### config.mk
export PLATFORM = sky130hd
export DESIGN_NAME = apbo_ctrl_flat
export DESIGN_NICKNAME = d
export VERILOG_FILES = /design/src/rtl/apbo_pkg.sv /design/src/rtl/apbo_if.sv /design/src/rtl/apbo_ctrl.sv /design/src/flat_wrapper.sv
export VERILOG_INCLUDE_DIRS = /design/src /design/src/rtl
export SDC_FILE = /design/constraint.sdc
export NUM_CORES = 1
export LEC_CHECK = 0
export BUFFER_PORTS_ARGS = -buffer_cell sky130_fd_sc_hd__buf_2
export CAP_MARGIN = 10
export CORE_AREA = 2 2 71 73
export DETAILED_ROUTE_END_ITERATION = 12
export DIE_AREA = 0 0 73 75
export PLACE_DENSITY_LB_ADDON = 0.12
export SLEW_MARGIN = 20
export SYNTH_ARGS = -nofsm -noshare
export SYNTH_HDL_FRONTEND = slang
export SYNTH_SLANG_ARGS = --single-unit
### constraint.sdc
create_clock -name i_clk -period 2.18 [get_ports i_clk]
set_input_delay 0.218 -clock i_clk [delete_from_list [all_inputs] [get_ports i_clk]]
set_output_delay 0.218 -clock i_clk [all_outputs]
set_load 0.01 [all_outputs]
### src/rtl/all_pairs_box_overlap_macros.svh
// Assertion macros shared by the box overlap block.
`ifndef ALL_PAIRS_BOX_OVERLAP_MACROS_SVH
`define ALL_PAIRS_BOX_OVERLAP_MACROS_SVH

// Same-cycle implication, checked on i_clk and switched off during reset.
`define APBO_CHECK(lbl, ante, cons, msg) \
    lbl: assert property (@(posedge i_clk) disable iff (!i_rst_n) (ante) |-> (cons)) \
        else $error(msg);

// Next-cycle implication, checked on i_clk and switched off during reset.
`define APBO_CHECK_NEXT(lbl, ante, cons, msg) \
    lbl: assert property (@(posedge i_clk) disable iff (!i_rst_n) (ante) |=> (cons)) \
        else $error(msg);

`endif

### src/rtl/apbo_pkg.sv
// Shared types, widths and codes of the box overlap block.
package apbo_pkg;

    localparam int MAX_ENTITIES_DEF = 64;
    localparam int REQ_W            = 2;
    localparam int ID_W             = 32;
    localparam int POS_W            = 16;
    localparam int SIZE_W           = 15;
    localparam int ROW_W            = 6;

    typedef enum logic [REQ_W-1:0] {
        REQ_CLEAR  = 2'd0,
        REQ_APPEND = 2'd1,
        REQ_SCAN   = 2'd2
    } t_req;

    typedef struct packed {
        logic        [SIZE_W-1:0] h;
        logic        [SIZE_W-1:0] w;
        logic signed [POS_W-1:0]  y;
        logic signed [POS_W-1:0]  x;
    } t_box;

    localparam int BOX_W = $bits(t_box);

    typedef struct packed {
        logic wr_en;
        logic rd_en;
        logic load_a;
        logic cand_load;
        logic out_load_cand;
        logic out_load_none;
        logic out_last;
    } t_dp_cmd;

    typedef struct packed {
        logic hit;
        logic out_free;
    } t_dp_sts;

endpackage

### src/rtl/apbo_if.sv
// Request and result channel interfaces of the box overlap block.
interface apbo_req_if;
    import apbo_pkg::*;

    logic                     valid;
    logic                     ready;
    logic [REQ_W-1:0]         req_type;
    logic [ID_W-1:0]          entity_id;
    logic signed [POS_W-1:0]  pos_x;
    logic signed [POS_W-1:0]  pos_y;
    logic signed [POS_W-1:0]  pos_z;
    logic [SIZE_W-1:0]        size_w;
    logic [SIZE_W-1:0]        size_h;
    logic [ROW_W-1:0]         row;

    modport source (output valid, req_type, entity_id, pos_x, pos_y, pos_z, size_w, size_h,
                    row, input ready);
    modport sink (input valid, req_type, entity_id, pos_x, pos_y, pos_z, size_w, size_h,
                  row, output ready);
endinterface


### src/rtl/apbo_ctrl.sv
// Controller: request decode, entity count and the scan sequencer.
module apbo_ctrl #(
    parameter int MAX_ENTITIES = apbo_pkg::MAX_ENTITIES_DEF
) (
    input  logic                                i_clk,
    input  logic                                i_rst_n,
    apbo_req_if.sink                            i_req,
    input  apbo_pkg::t_dp_sts                   i_sts,
    output apbo_pkg::t_dp_cmd                   o_cmd,
    output logic [$clog2(MAX_ENTITIES)-1:0]     o_wr_addr,
    output logic [$clog2(MAX_ENTITIES)-1:0]     o_rd_addr
);
    import apbo_pkg::*;
    `include "all_pairs_box_overlap_macros.svh"

    localparam int AW = $clog2(MAX_ENTITIES);
    localparam int CW = $clog2(MAX_ENTITIES + 1);
    localparam int RW = (ROW_W > CW) ? ROW_W : CW;

    typedef enum logic [1:0] {
        ST_IDLE,
        ST_LOAD_A,
        ST_SCAN,
        ST_FINISH
    } t_state;

    t_state          r_state, n_state;
    logic [CW-1:0]   r_count, n_count;
    logic [CW-1:0]   r_j, n_j;
    logic            r_pend, n_pend;
    logic            r_cand_vld, n_cand_vld;
    logic            stall;
    logic            issue;
    logic [RW-1:0]   w_row_ext;

    assign i_req.ready = (r_state == ST_IDLE);
    assign w_row_ext   = RW'(i_req.row);

    // A hit that finds the candidate slot taken must wait for the result register.
    assign stall = (r_state == ST_SCAN) && r_pend && i_sts.hit && r_cand_vld
                   && !i_sts.out_free;
    assign issue = !stall && (r_j < r_count);

    always_comb begin
        n_state    = r_state;
        n_count    = r_count;
        n_j        = r_j;
        n_pend     = r_pend;
        n_cand_vld = r_cand_vld;
        o_cmd      = '0;
        o_wr_addr  = r_count[AW-1:0];
        o_rd_addr  = r_j[AW-1:0];

        case (r_state)
            ST_IDLE: begin
                if (i_req.valid) begin
                    case (i_req.req_type)
                        REQ_CLEAR: begin
                            n_count = '0;
                        end
                        REQ_APPEND: begin
                            if (r_count < CW'(MAX_ENTITIES)) begin
                                o_cmd.wr_en = 1'b1;
                                n_count     = r_count + 1'b1;
                            end
                        end
                        REQ_SCAN: begin
                            if (w_row_ext < RW'(r_count)) begin
                                o_cmd.rd_en = 1'b1;
                                o_rd_addr   = i_req.row[AW-1:0];
                                n_j         = CW'(w_row_ext + 1'b1);
                                n_state     = ST_LOAD_A;
                            end else begin
                                n_state = ST_FINISH;
                            end
                        end
                        default: begin
                        end
                    endcase
                end
            end
            ST_LOAD_A: begin
                o_cmd.load_a = 1'b1;
                n_pend       = 1'b0;
                n_state      = ST_SCAN;
            end
            ST_SCAN: begin
                // Each new hit is held back in the candidate register so the final pair can carry last.
                if (r_pend && i_sts.hit && !stall) begin
                    o_cmd.cand_load     = 1'b1;
                    o_cmd.out_load_cand = r_cand_vld;
                    n_cand_vld          = 1'b1;
                end
                if (!stall) begin
                    o_cmd.rd_en = issue;
                    n_pend      = issue;
                    if (issue) begin
                        n_j = r_j + 1'b1;
                    end
                end
                if (!r_pend && !(r_j < r_count)) begin
                    n_state = ST_FINISH;
                end
            end
            ST_FINISH: begin
                if (i_sts.out_free) begin
                    if (r_cand_vld) begin
                        o_cmd.out_load_cand = 1'b1;
                        o_cmd.out_last      = 1'b1;
                    end else begin
                        o_cmd.out_load_none = 1'b1;
                    end
                    n_cand_vld = 1'b0;
                    n_state    = ST_IDLE;
                end
            end
            default: begin
                n_state = ST_IDLE;
            end
        endcase
    end

    always_ff @(posedge i_clk) begin
        if (!i_rst_n) begin
            r_state    <= ST_IDLE;
            r_count    <= '0;
            r_j        <= '0;
            r_pend     <= 1'b0;
            r_cand_vld <= 1'b0;
        end else begin
            r_state    <= n_state;
            r_count    <= n_count;
            r_j        <= n_j;
            r_pend     <= n_pend;
            r_cand_vld <= n_cand_vld;
        end
    end

    `APBO_CHECK(a_count_bound, 1'b1, r_count <= CW'(MAX_ENTITIES), "entity count beyond table")
    `APBO_CHECK(a_cand_src, o_cmd.cand_load, r_pend && i_sts.hit, "candidate taken without hit")
    `APBO_CHECK(a_push_cand, o_cmd.out_load_cand, r_cand_vld && i_sts.out_free, "bad pair push")
    `APBO_CHECK_NEXT(a_finish_done, r_state == ST_FINISH && i_sts.out_free, r_state == ST_IDLE, "scan did not end")
    `APBO_CHECK_NEXT(a_stall_hold, stall, r_pend && $stable(r_j), "stalled compare lost its entry")
endmodule

### src/flat_wrapper.sv
// flat-port wrapper written by rule: the top's interface ports become plain ports
module apbo_ctrl_flat import apbo_pkg::*;
#(
    parameter int MAX_ENTITIES = apbo_pkg::MAX_ENTITIES_DEF
)
  (i_clk, i_rst_n, i_sts, o_cmd, o_wr_addr, o_rd_addr, i_req_valid, i_req_req_type, i_req_entity_id, i_req_pos_x, i_req_pos_y, i_req_pos_z, i_req_size_w, i_req_size_h, i_req_row, i_req_ready);
  apbo_req_if i_req_i ();
  input  logic i_clk;
  input  logic i_rst_n;
  input  apbo_pkg::t_dp_sts i_sts;
  output apbo_pkg::t_dp_cmd o_cmd;
  output logic [$clog2(MAX_ENTITIES)-1:0] o_wr_addr;
  output logic [$clog2(MAX_ENTITIES)-1:0] o_rd_addr;
  input wire logic [$bits(i_req_i.valid)-1:0] i_req_valid;
  input wire logic [$bits(i_req_i.req_type)-1:0] i_req_req_type;
  input wire logic [$bits(i_req_i.entity_id)-1:0] i_req_entity_id;
  input wire logic [$bits(i_req_i.pos_x)-1:0] i_req_pos_x;
  input wire logic [$bits(i_req_i.pos_y)-1:0] i_req_pos_y;
  input wire logic [$bits(i_req_i.pos_z)-1:0] i_req_pos_z;
  input wire logic [$bits(i_req_i.size_w)-1:0] i_req_size_w;
  input wire logic [$bits(i_req_i.size_h)-1:0] i_req_size_h;
  input wire logic [$bits(i_req_i.row)-1:0] i_req_row;
  output wire logic [$bits(i_req_i.ready)-1:0] i_req_ready;
  assign i_req_i.valid = i_req_valid;
  assign i_req_i.req_type = i_req_req_type;
  assign i_req_i.entity_id = i_req_entity_id;
  assign i_req_i.pos_x = i_req_pos_x;
  assign i_req_i.pos_y = i_req_pos_y;
  assign i_req_i.pos_z = i_req_pos_z;
  assign i_req_i.size_w = i_req_size_w;
  assign i_req_i.size_h = i_req_size_h;
  assign i_req_i.row = i_req_row;
  assign i_req_ready = i_req_i.ready;
  apbo_ctrl #(.MAX_ENTITIES(MAX_ENTITIES)) u_core (.i_clk(i_clk), .i_rst_n(i_rst_n), .i_req(i_req_i), .i_sts(i_sts), .o_cmd(o_cmd), .o_wr_addr(o_wr_addr), .o_rd_addr(o_rd_addr));
endmodule
## Yosys cells after proc, flatten, opt, wreduce, memory -nomap -nowiden

Cells that the tools add are included.

| word-level totals | value |
|---|---|
| bits in registers | 18 |
| latch bits | 0 |
| bits in writable memories | 0 |
| bits in read-only memories | 0 |
| input bits | 123 |
| word-level logic and storage cells | 87 |
| memories kept | 0 |

| cells by class | value |
|---|---|
| $add $sub $neg | 3 |
| multiply operators | 0 |
| divide/modulo/power cells | 0 |
| order comparisons | 3 |
| eq/ne operators | 14 |
| shift operators | 0 |
| muxes and demuxes | 39 |
| bitwise logic cells | 0 |
| reduce and logical (&&, ||, !) cells | 23 |

Operators by type and width:

| cell | count |
|---|---|
| 7-bit two-way mux | 6 |
| 7-bit one-hot mux with 2 select lines | 2 |
| 6-bit two-way mux | 4 |
| 2-bit two-way mux | 8 |
| 7-bit by 1-bit adder with 7-bit output, second input constant | 2 |
| 1-bit two-way mux | 13 |
| 2-bit inequality test, second input constant | 5 |
| 1-bit logical AND | 8 |
| 2-bit by 1-bit inequality test with 1-bit output, second input constant | 4 |
| 1-bit one-hot mux with 2 select lines | 4 |
| 2-bit one-hot mux with 4 select lines | 1 |
| 4-bit AND reduction | 2 |
| 2-bit nonzero test | 4 |
| 6-bit by 1-bit adder with 7-bit output, second input constant | 1 |
| 6-bit by 7-bit less-than comparator with 1-bit output | 1 |
| 7-bit less-than comparator | 1 |
| 7-bit less-than comparator, second input constant | 1 |
| 2-bit equality test, second input constant | 3 |
| 6-bit AND reduction | 1 |
| 2-bit by 1-bit equality test with 1-bit output, second input constant | 2 |
| 1-bit zero test | 4 |
| 2-bit zero test | 2 |
| 3-bit two-way mux | 1 |
| 3-bit AND reduction | 1 |
| 2-bit AND reduction | 1 |

## Longest topological paths before layout

Gate-level depths: netlist (run 1).

| logic depth | value |
|---|---|
| depth in word-level cells | 10 |
| mapped depth | 11 |

## Least setup slack after synthesis (run 1)

OpenSTA, ideal clock, no wires.

| timing | value |
|---|---|
| path kind | reg2reg |
| start point | register u_core.r_state[0] |
| end point | register u_core.r_j[4] |
| arrival time | 2.267 ns |
| required time | 2.049 ns |
| slack | -0.218 ns |
| stages on the path, launching flop included | 12 |
| buffers on the path | 2 |
| period minus slack after synthesis | 2.398 ns |
| cells stage by stage | dfxtp_1 > inv_1 > ha_1 > buf_2 > buf_2 > mux2_2 > ha_1 > a21bo_2 > xnor2_1 > mux2_2 > mux2i_1 > o22ai_1 |

| between the ends | value |
|---|---|
| word-level cells in the longest chain between the ends | 9 |
| elaborated cells on any way between the ends | 16 |
| classes of those cells | 6 x eq/ne; 1 x mux; 9 x reduce/logical |

RTL lines:

| element | RTL line | RTL |
|---|---|---|
| start, declared | apbo_ctrl.sv:27 | `t_state r_state, n_state;` |
| start signal, assigned | apbo_ctrl.sv:131 | `r_state <= n_state;` |
| 2-bit equality test | apbo_ctrl.sv:40, apbo_ctrl.sv:54 |  |
| 1-bit logical AND (3 in a row) | apbo_ctrl.sv:40 | `assign stall = (r_state == ST_SCAN) && r_pend && i_sts.hit && r_cand_vld` |
| 1-bit logical AND | apbo_ctrl.sv:41 | `&& !i_sts.out_free;` |
| 1-bit zero test | apbo_ctrl.sv:42 | `assign issue = !stall && (r_j < r_count);` |
| 1-bit logical AND | apbo_ctrl.sv:42 |  |
| 2-bit by 1-bit inequality test with 1-bit output (no line) | - |  |
| 6-bit AND reduction (no line) | - |  |
| end signal, assigned | apbo_ctrl.sv:133 | `r_j <= n_j;` |
| end, declared | apbo_ctrl.sv:29 | `logic [CW-1:0] r_j, n_j;` |

Several ways; a longest one is shown, not always the timed one.
A chain may end at the register's enable or synchronous reset.

## Final worst setup path (run 1)

| timing | value |
|---|---|
| start point | register u_core.r_count[2] |
| end point | output o_rd_addr[0] |

| between the ends | value |
|---|---|
| word-level cells in the longest chain between the ends | 5 |

RTL lines:

| element | RTL line | RTL |
|---|---|---|
| start, declared | apbo_ctrl.sv:28 | `logic [CW-1:0] r_count, n_count;` |
| start signal, assigned | apbo_ctrl.sv:132 | `r_count <= n_count;` |
| 6-bit by 7-bit less-than comparator with 1-bit output | apbo_ctrl.sv:68 | `if (w_row_ext < RW'(r_count)) begin` |
| 6-bit two-way mux | apbo_ctrl.sv:68 |  |
| 6-bit two-way mux | apbo_ctrl.sv:57 | `case (i_req.req_type)` |
| 6-bit two-way mux | apbo_ctrl.sv:56 | `if (i_req.valid) begin` |
| 6-bit two-way mux | apbo_ctrl.sv:54 | `case (r_state)` |
| end, declared | flat_wrapper.sv:13 | `output logic [$clog2(MAX_ENTITIES)-1:0] o_rd_addr;` |

No other way between the ends.

==> impl_metrics.json, run 1 <==
{
  "drc": 0,
  "cts_sinks": 18,
  "synth-seq-area-share_pct": 23.0,
  "worst_hold_path_type": "in2reg",
  "overall_routing_resource_usage_pct": 16.9,
  "cp_num_buf_inv": 3,
  "wirelength_mm": 4.55,
  "timing.critical_path.fanout_max": 4,
  "clk-insertion-delay-late_ns": 0.26,
  "worst-setup-path-type": "reg2out",
  "detailroute.via_count": 1564,
  "period_share_pct": 103,
  "mostFrequentLayoutCell": "sky130_fd_sc_hd__buf_2",
  "powerDensity_nw_per_um2": 796,
  "finalMaxSlewViolations": 0,
  "h-tree-depth": 1,
  "worstPathCellList": "inv_2 -> ha_4 -> a21o_1 -> a31oi_4 -> nor2_2 -> nor2_2 -> o21bai_4 -> buf_6 -> mux2_4 -> buf_6",
  "r2r_start": "u_core.r_state[0]",
  "grt_max_degree": 12,
  "r2r_slack_ns": 0.16,
  "layout.filler_cells": 469,
  "worstSetupPathDepth": 10,
  "ys_ff_latch": 18,
  "drt-vias-per-instance": 5.20,
  "crit_path_max_incr_delay_ns": 0.33,
  "die_h_um": 75,
  "place.port_buffers": 32,
  "grt_pass1_wl_mm": 7.04,
  "wl_per_cell_um": 15.1,
  "clock_tree.root_cell": "sky130_fd_sc_hd__clkbuf_8",
  "synthesis.yosys.warnings": 0,
  "crit_path_start_kind": "register",
  "synth_simple_gate_area_share_pct": 22.9,
  "gp_congestion": 0.821,
  "detailedPlace.worstSlack_ns": 0.0373,
  "timing.slew.headroom_pct": 72.0,
  "clock-skew-final_ns": 0.00991,
  "average_size_of_a_mapped_cell_sq_um": 7.99,
  "worst_ir_drop_vdd_uv": 466,
  "crit_slowest_cell": "sky130_fd_sc_hd__dfxtp_2",
  "design_area_sq_um": 2150,
  "diodes": 0,
  "area_delta_synth_final_pct": 37.1,
  "synth_edf_count": 0,
  "cts_buffer_depth": 2,
  "finalPower_mw": 1.71,
  "tightest_slew_ns": 0.420,
  "fp-row-count": 25,
  "worst_setup_path_endpoint": "o_rd_addr[0]",
  "post_synthesis_share_of_cell_area_spent_on_full_adders_half_adders_and_majority_gates_pct": 13.6,
  "synth_compound_area_share_pct": 19.3,
  "tritoncts.num_buffers": 3,
  "final_layout_size_suffix_gt1_share_pct": 38.5,
  "syn_area_sq_um": 1570,
  "path_delay_family": "compound AO/OA/AOI/OAI gates",
  "initial_drt_pass_iterations": 4,
  "async_reset_ff_share_pct": 0,
  "floorplan.die_area_sq_um": 5480,
  "failing_checks": "negative setup slack",
  "power.leakage_nw": 0.927,
  "ios": 143,
  "die_w_um": 73,
  "core_area_sq_um": 4660,
  "finalNonFillerCells": 301,
  "tritoncts_clock_tree": "yes",
  "synth.net_count": 336,
  "combinational_family_with_the_most_area_after_synthesis": "simple AND/OR/NAND/NOR gates",
  "holdWs_ns": 0.257,
  "synth.distinct_cells": 47,
  "postSynthCellCount": 196,
  "r2r.worst_path.cells": 9,
  "synth.mux.area_fraction_pct": 9.03,
  "drtAntennaViolNets": 0,
  "grt_setup_unrepaired": "yes",
  "setup_ws_ns": -0.0601,
  "dpl.hpwl_mm": 3.50,
  "starting_density_of_the_core_pct": 33.6,
  "layout.cells.most_common_list": "27 x sky130_fd_sc_hd__buf_2, 22 x sky130_fd_sc_hd__buf_4, 15 x sky130_fd_sc_hd__nand2_1, 15 x sky130_fd_sc_hd__nor2_1, 14 x sky130_fd_sc_hd__dfxtp_1",
  "dp.cells": 293,
  "max_cap_violations": 0,
  "maxClockFrequency_ghz": 0.446,
  "timing.rr.end": "u_core.r_j[4]",
  "placement.cell_area_sq_um": 1920,
  "synth-xor-area-share_pct": 4.48,
  "min_period_ns": 2.24,
  "finalSetupViolCount": 6,
  "cp_data_required_time_ns": 1.96,
  "hold_viol_final": 0,
  "nets": 388,
  "worst-endpoint-arrival_ns": 2.02,
  "first_global_vias": 1396,
  "clk_pin_slew_ns": 0.09,
  "run_status": "finished with violations",
  "ys_dominant_reg_cell": "sky130_fd_sc_hd__dfxtp_1",
  "overflow": 0,
  "antenna_found_initial": 0,
  "end_kind": "primary output",
  "worst_setup_path_startpoint": "u_core.r_count[2]",
  "first_iter_violations": 71
}
[how the worst min path moves through the flow]
stage | from | to | slack, ns | cells past startpoint
floorplan | i_rst_n | u_core.r_j[0] | 0.34 | 1
global placement | u_core.r_count[6] | u_core.r_count[6] | 0.47 | 2
detailed placement | u_core.r_count[6] | u_core.r_count[6] | 0.49 | 2
CTS | i_req_row[4] | u_core.r_j[4] | 0.25 | 3
global route | i_req_row[4] | u_core.r_j[4] | 0.26 | 3
finish | i_req_row[4] | u_core.r_j[4] | 0.26 | 3
[tightest hold or removal path, cell delays in order]
cell,delay [ns]
sky130_fd_sc_hd__buf_2,0.14
sky130_fd_sc_hd__nand2_1,0.07
sky130_fd_sc_hd__o22ai_1,0.05
[through the flow]
| step | util [%] | setup TNS, ns |
|---|---|---|
| final | 46.0 | -0.309 |
| after global routing | 46.0 | -0.767 |
| after CTS | 44.2 | -0.756 |
| after detailed placement | 41.1 | 0 |
| after global placement | 41.1 | 0 |
| after floorplan | - | 0 |
[cell type report]
cell class                 count  area (sq um)  area share [%]
sequential                    18           365            17.0
tap                           54          67.6            3.15
multi-input combinational    155          1210            56.4
inverter                      13          48.8            2.27
clock buffer                   4          55.1            2.57
timing repair buffer          57           399            18.6
[sequential cells by signal, summed over array words and instances, names as in the netlist]
name,count
u_core.r_cand_vld,1
u_core.r_count,7
u_core.r_j,7
u_core.r_pend,1
u_core.r_state,2
[Yosys cell counts (4+ instances only)]
cell type                  instances  area [sq um]
sky130_fd_sc_hd__nand2_1          15          56.3
sky130_fd_sc_hd__nand3_1          11          55.1
sky130_fd_sc_hd__nor3_1            5          25.0
sky130_fd_sc_hd__nor2_1           17          63.8
sky130_fd_sc_hd__inv_1            13          48.8
sky130_fd_sc_hd__xnor2_1           7          61.3
sky130_fd_sc_hd__mux2_1            6          67.6
sky130_fd_sc_hd__a21oi_1          14          70.1
sky130_fd_sc_hd__nand2b_1          5          31.3
sky130_fd_sc_hd__dfxtp_1          18           360
sky130_fd_sc_hd__ha_1             17           213
sky130_fd_sc_hd__mux2i_1           4          40.0
sky130_fd_sc_hd__buf_4             6          45.0
sky130_fd_sc_hd__o21ai_0           8          40.0
[kinds of logic (layout without fill, tap and decap cells)]
kind of cell | after synthesis | after routing
buffers and inverters | 23 | 74
adders and majority gates | 17 | 17
and+or+nand+nor | 71 | 71
DFF | 18 | 18
muxes | 13 | 13
AOI/OAI and AO/OA | 46 | 46
xor gates and xnor gates | 8 | 8
[where the power goes]
group          internal (mW)  switching [mW]
clock                  0.161           0.131
combinational          0.475           0.514
sequential             0.376          0.0505
[routing by layer]
metal	vias up	wire length [um]	track usage, %
li1	809	-	-
met1	714	2220	24.5
met2	39	2060	25.7
met3	2	232	2.95
met4	0	29	5.14
met5	-	0	0
[repair_timing]
item,in CTS,in global routing
setup buffers,3,4
pin swaps,3,5
hold buffers,0,0
setup endpoints to repair,7,7
gates resized for setup,19,14
(Power assumes the default switching activity.)
==> run 2: changes to the inputs <==
CORE_AREA = 2 2 66 68   (was 2 2 71 73)
DIE_AREA = 0 0 68 70   (was 0 0 73 75)
clock period = 2.7 ns   (was 2.18 ns; I/O delays follow)
==> impl_metrics.json, run 2 (synthesis gave the netlist of run 1 again) <==
{
  "worstPathCellList": "inv_1 -> ha_1 -> a21o_1 -> a31oi_2 -> nor2_1 -> nor2_2 -> o21bai_4 -> mux2_1 -> buf_2",
  "place.port_buffers": 32,
  "grt_max_degree": 15,
  "detailedPlace.worstSlack_ns": 0.412,
  "hold_viol_final": 0,
  "worst-setup-path-type": "reg2out",
  "timing.rr.end": "u_core.r_j[2]",
  "clock-skew-final_ns": 0.00372,
  "overall_routing_resource_usage_pct": 18.3,
  "power.leakage_nw": 0.788,
  "crit_path_max_incr_delay_ns": 0.38,
  "cts-hold-fix-buffers": 0,
  "timing.critical_path.fanout_max": 7,
  "power_frac_seq_pct": 28.7,
  "wirelength_mm": 4.10,
  "tritoncts_clock_tree": "yes",
  "r2r_slack_ns": 0.33,
  "maxClockFrequency_ghz": 0.392,
  "postCtsSetupRepairBufs": 0,
  "worst_setup_path_startpoint": "u_core.r_count[2]",
  "worst-endpoint-arrival_ns": 2.28,
  "die_w_um": 68,
  "crit_path_start_kind": "register",
  "wl_per_cell_um": 14.7,
  "setup_ws_ns": 0.146,
  "detailroute.via_count": 1453,
  "antenna_found_initial": 0,
  "power_frac_clock_pct": 19.2,
  "worst_ir_drop_vdd_uv": 348,
  "r2r.worst_path.cells": 8,
  "tightest_slew_ns": 0.620,
  "area_delta_synth_final_pct": 16.0,
  "crit_slowest_cell": "sky130_fd_sc_hd__dfxtp_1",
  "nets": 367,
  "diodes": 0,
  "min_period_ns": 2.55,
  "starting_density_of_the_core_pct": 37.8,
  "initial_drt_pass_iterations": 4,
  "cts_sinks": 18,
  "cts_buffer_depth": 2,
  "overflow": 0,
  "first_iter_violations": 55,
  "power_switching_mw": 0.511,
  "drt-vias-per-instance": 5.23,
  "floorplan.die_area_sq_um": 4760,
  "final_layout_size_suffix_gt1_share_pct": 21.7,
  "powerDensity_nw_per_um2": 665,
  "cp_data_required_time_ns": 2.43,
  "drc": 0,
  "worst_setup_path_endpoint": "o_rd_addr[1]",
  "p_int_mw": 0.696,
  "finalMaxSlewViolations": 0,
  "tritoncts.num_buffers": 3,
  "clk_pin_slew_ns": 0.08,
  "largest_registers": "u_core.r_count: 7 flops, u_core.r_j: 7 flops, u_core.r_state: 2 flops",
  "total_negative_setup_slacks_ns": 0,
  "multi_input_area_sq_um": 1100,
  "run_status": "complete, no violations",
  "r2r_start": "u_core.r_count[6]",
  "timing.slew.headroom_pct": 58.2,
  "worst_hold_path_type": "in2reg",
  "drtAntennaViolNets": 0,
  "mostFrequentLayoutCell": "sky130_fd_sc_hd__buf_2",
  "power_frac_comb_pct": 52.1,
  "sequential_area_sq_um": 360,
  "finalSetupViolCount": 0,
  "die_h_um": 70,
  "max_cap_violations": 0,
  "fp-row-count": 24,
  "period_share_pct": 94.6,
  "clk-insertion-delay-late_ns": 0.26,
  "sw_frac_of_total_pct": 42.3,
  "core_area_sq_um": 4140,
  "layout.filler_cells": 453,
  "gp_congestion": 0.862,
  "layout.cells.most_common_list": "32 x sky130_fd_sc_hd__buf_2, 18 x sky130_fd_sc_hd__dfxtp_1, 17 x sky130_fd_sc_hd__ha_1",
  "first_global_vias": 1292,
  "grt_pass1_wl_mm": 6.58,
  "clock_tree.root_cell": "sky130_fd_sc_hd__clkbuf_8",
  "ios": 143,
  "h-tree-depth": 1,
  "end_kind": "primary output",
  "dpl.hpwl_mm": 3.24
}
## run 2: metal layers
metal | global-route usage, % | routed length, um
met5 | 0 | 0
met4 | 3.56 | 31
met3 | 3.38 | 224
met2 | 26.1 | 1670
met1 | 28.3 | 2170
## run 2: cell type report
type	count	area share, %
sequential	18	19.8
multi-input combinational	155	60.4
tap	52	3.58
clock buffer	4	3.03
timing repair buffer	36	10.5
inverter	13	2.69
## run 2: how the worst min path moves through the flow
stage / startpoint / to / slack, ns / depth (start not counted)
CTS: i_req_row[4] / u_core.r_j[4] / 0.31 / 3
detailed placement: u_core.r_pend / u_core.r_pend / 0.51 / 2
finish: i_req_row[4] / u_core.r_j[4] / 0.32 / 3
global route: i_req_row[4] / u_core.r_j[4] / 0.35 / 3
floorplan: i_rst_n / u_core.r_j[0] / 0.39 / 1
global placement: u_core.r_pend / u_core.r_pend / 0.51 / 2
## run 2: power groups by stage
| stage | Combinational (mW) | Sequential [mW] | Clock (mW) |
|---|---|---|---|
| 2_1_floorplan | 0.467 | 0.340 | 0 |
| 3_3_place_gp | 0.624 | 0.353 | 0 |
| 3_5_place_dp | 0.630 | 0.353 | 0 |
| 4_1_cts | 0.633 | 0.347 | 0.237 |
| 5_1_grt | 0.707 | 0.354 | 0.245 |
| 6_report | 0.629 | 0.347 | 0.231 |
## run 2: repair_timing
action                     4_1_cts  5_1_grt
setup endpoints to repair        0        6
gates resized for setup          0        2
hold endpoints to repair         0        0
## run 2: critical path: cells and delay by family, from the launching register on
kind | cells | cell delay (ns)
adders and majority gates | 1 | 0.32
buffers and inverters | 2 | 0.27
AOI/OAI and AO/OA | 3 | 0.51
muxes | 1 | 0.34
DFF | 1 | 0.38
and+or+nand+nor | 2 | 0.21
## run 2: per-stage QoR
stage	area, sq um	cells	utilization (%)	total power [mW]	hold WS, ns
detailed placement	1750	274	42.2	0.983	0.510
finish	1820	278	43.8	1.21	0.318
CTS	1810	278	43.6	1.22	0.312
global route	1820	278	43.8	1.31	0.346
global placement	1750	274	42.2	0.977	0.507
floorplan	1570	196	-	0.808	0.392
==> run 3: changes to the inputs <==
ABC_AREA = 1   (was unset)
CORE_AREA = 2 2 70 72   (was 2 2 66 68)
DIE_AREA = 0 0 72 74   (was 0 0 68 70)
RECOVER_POWER = 100   (was unset)
clock period = 2.9 ns   (was 2.7 ns; I/O delays follow)
==> impl_metrics.json, run 3 <==
{
  "run_status": "complete, no violations",
  "drc": 0,
  "tightest_slew_ns": 0.633,
  "starting_density_of_the_core_pct": 37.6,
  "total_negative_setup_slacks_ns": 0,
  "post-synth-top-area-cell": "sky130_fd_sc_hd__dfxtp_1",
  "grt_pass1_wl_mm": 6.93,
  "mostFrequentLayoutCell": "sky130_fd_sc_hd__nand2_1",
  "p_int_mw": 0.768,
  "ys_dominant_reg_cell": "sky130_fd_sc_hd__dfxtp_1",
  "synthesis.yosys.warnings": 0,
  "gp_congestion": 0.773,
  "placement.cell_area_sq_um": 1890,
  "timing.critical_path.fanout_max": 13,
  "die_h_um": 74,
  "synth-seq-area-share_pct": 20.8,
  "crit_slowest_cell": "sky130_fd_sc_hd__dfxtp_1",
  "worst_ir_drop_vdd_uv": 513,
  "average_size_of_a_mapped_cell_sq_um": 6.22,
  "core_area_sq_um": 4600,
  "postSynthCellCount": 278,
  "h-tree-depth": 1,
  "timing.critical_path.mode_cell": "sky130_fd_sc_hd__nand2_1",
  "worst-setup-path-type": "reg2out",
  "drtAntennaViolNets": 0,
  "maxClockFrequency_ghz": 0.381,
  "finalSetupViolCount": 0,
  "largest_registers": "u_core.r_count: 7 flops, u_core.r_j: 7 flops, u_core.r_state: 2 flops",
  "sw_frac_of_total_pct": 51.9,
  "dpl.hpwl_mm": 3.41,
  "area_delta_synth_final_pct": 8.61,
  "finalMaxSlewViolations": 0,
  "netlist_top_cells_area": "sky130_fd_sc_hd__dfxtp_1 21%, sky130_fd_sc_hd__nand2_1 19%, sky130_fd_sc_hd__ha_1 12%",
  "clock-skew-final_ns": 0.00335,
  "floorplan.die_area_sq_um": 5330,
  "finalPower_mw": 1.60,
  "period_share_pct": 90.6,
  "synth.cells.most_frequent": "86 x sky130_fd_sc_hd__nand2_1, 39 x sky130_fd_sc_hd__inv_1, 36 x sky130_fd_sc_hd__nor2_1, 18 x sky130_fd_sc_hd__dfxtp_1, 17 x sky130_fd_sc_hd__ha_1",
  "syn_area_sq_um": 1730,
  "timing.slew.headroom_pct": 57.4,
  "wirelength_mm": 4.19,
  "overall_routing_resource_usage_pct": 16.7,
  "clock_tree.root_cell": "sky130_fd_sc_hd__clkbuf_8",
  "tritoncts_clock_tree": "yes",
  "antenna_found_initial": 0,
  "first_iter_violations": 42,
  "setup_ws_ns": 0.273,
  "detailedPlace.worstSlack_ns": 0.590,
  "fp-row-count": 25,
  "ios": 143,
  "place.port_buffers": 32,
  "yosys.area.top_type_share_pct": 20.8,
  "worstPathCellList": "inv_1 -> ha_1 -> a21oi_1 -> nand2_1 -> nand2_1 -> nand4_1 -> o21ai_0 -> buf_2",
  "cts-hold-fix-buffers": 0,
  "overflow": 0,
  "nets": 446,
  "cp_data_required_time_ns": 2.61,
  "first_global_vias": 1488,
  "detailroute.via_count": 1631,
  "power_frac_seq_pct": 24.6,
  "synth.distinct_cells": 31,
  "ys_ff_latch": 18,
  "cts_buffer_depth": 2,
  "synth.most_common_cell": "sky130_fd_sc_hd__nand2_1",
  "crit_path_max_incr_delay_ns": 0.40,
  "layout.cells.most_common_list": "87 x sky130_fd_sc_hd__nand2_1, 40 x sky130_fd_sc_hd__inv_1, 38 x sky130_fd_sc_hd__nor2_1",
  "synth.net_count": 418,
  "min_period_ns": 2.63,
  "end_kind": "primary output",
  "worst_hold_path_type": "in2reg",
  "design_area_sq_um": 1880,
  "power_switching_mw": 0.830,
  "async_reset_ff_share_pct": 0,
  "worst-endpoint-arrival_ns": 2.34,
  "power_frac_comb_pct": 64.2,
  "initial_drt_pass_iterations": 4,
  "final_layout_size_suffix_gt1_share_pct": 11.8,
  "powerDensity_nw_per_um2": 851,
  "die_w_um": 72,
  "cts_resized": 0,
  "drt-vias-per-instance": 4.56,
  "wl_per_cell_um": 11.7,
  "hold_viol_final": 0,
  "crit_path_start_kind": "register",
  "cts_sinks": 18,
  "clk_pin_slew_ns": 0.07,
  "power.leakage_nw": 1.00,
  "max_cap_violations": 0,
  "clk-insertion-delay-late_ns": 0.25,
  "diodes": 0,
  "postCtsSetupRepairBufs": 0,
  "synth_edf_count": 0,
  "grt_setup_unrepaired": "no",
  "power_frac_clock_pct": 11.2,
  "tritoncts.num_buffers": 3,
  "grt_max_degree": 15
}
[run 3: cell types whose count changed after synthesis, sizes merged, moves of 5 or more]
cell	delta
nor2	+22
nand3	+7
xnor2	-6
nand2b	-5
mux2	-9
nand2	+75
inv	+32
[run 3: area by class of cell]
cell class                 count  area (sq um)
multi-input combinational    205          1090
inverter                      45           176
sequential                    18           360
tap                           54          67.6
fill                         541          2720
timing repair buffer          33           144
clock buffer                   3          41.3
[run 3: worst paths after layout]
kind,start,to,slack (ns),cells after the start
hold / removal,i_rst_n,u_core.r_j[0],0.40,3
setup / recovery,u_core.r_count[2],o_rd_addr[4],0.27,8
hold reg to reg,u_core.r_pend,u_core.r_pend,0.53,2
setup reg to reg,u_core.r_state[0],u_core.r_j[1],0.40,12
[run 3: kinds of logic after synthesis]
| family | count (synthesis) | synth area share, % |
|---|---|---|
| xor+xnor | 3 | 1.52 |
| simple gates | 156 | 41.2 |
| compound gates | 29 | 9.41 |
| flops | 18 | 20.8 |
| buf+inv | 55 | 14.7 |
| fa+ha+maj | 17 | 12.3 |
[run 3: power groups by stage]
stage | clock network (mW) | registers [mW] | logic (mW)
2_1_floorplan | 0 | 0.371 | 0.884
3_3_place_gp | 0 | 0.397 | 1.09
3_5_place_dp | 0 | 0.400 | 1.10
4_1_cts | 0.185 | 0.395 | 1.11
5_1_grt | 0.200 | 0.404 | 1.21
6_report | 0.179 | 0.394 | 1.03
[run 3: metal layers]
layer  up-vias  track usage, %  part of all wire (%)
met5         -               0                     0
met3         4            3.12                   5.9
met1       680            22.9                    51
met2        41            26.7                    42
li1        906               -                     -
met4         0            5.45                   1.1
[run 3: through the flow]
stage                     util [%]  hold WS (ns)  cells
after global routing          40.8         0.392    358
final                         40.8         0.397    358
after detailed placement      41.0         0.510    355
after floorplan                  -         0.442    278
after CTS                     41.9         0.392    358
after global placement        41.0         0.504    355
[run 3: worst max-delay path, delay by kind of cell, from the launching register on]
family          cells  cell delay (ns)
simple gates        3             0.56
compound gates      2             0.54
flops               1             0.40
fa+ha+maj           1             0.30
buf+inv             2             0.29
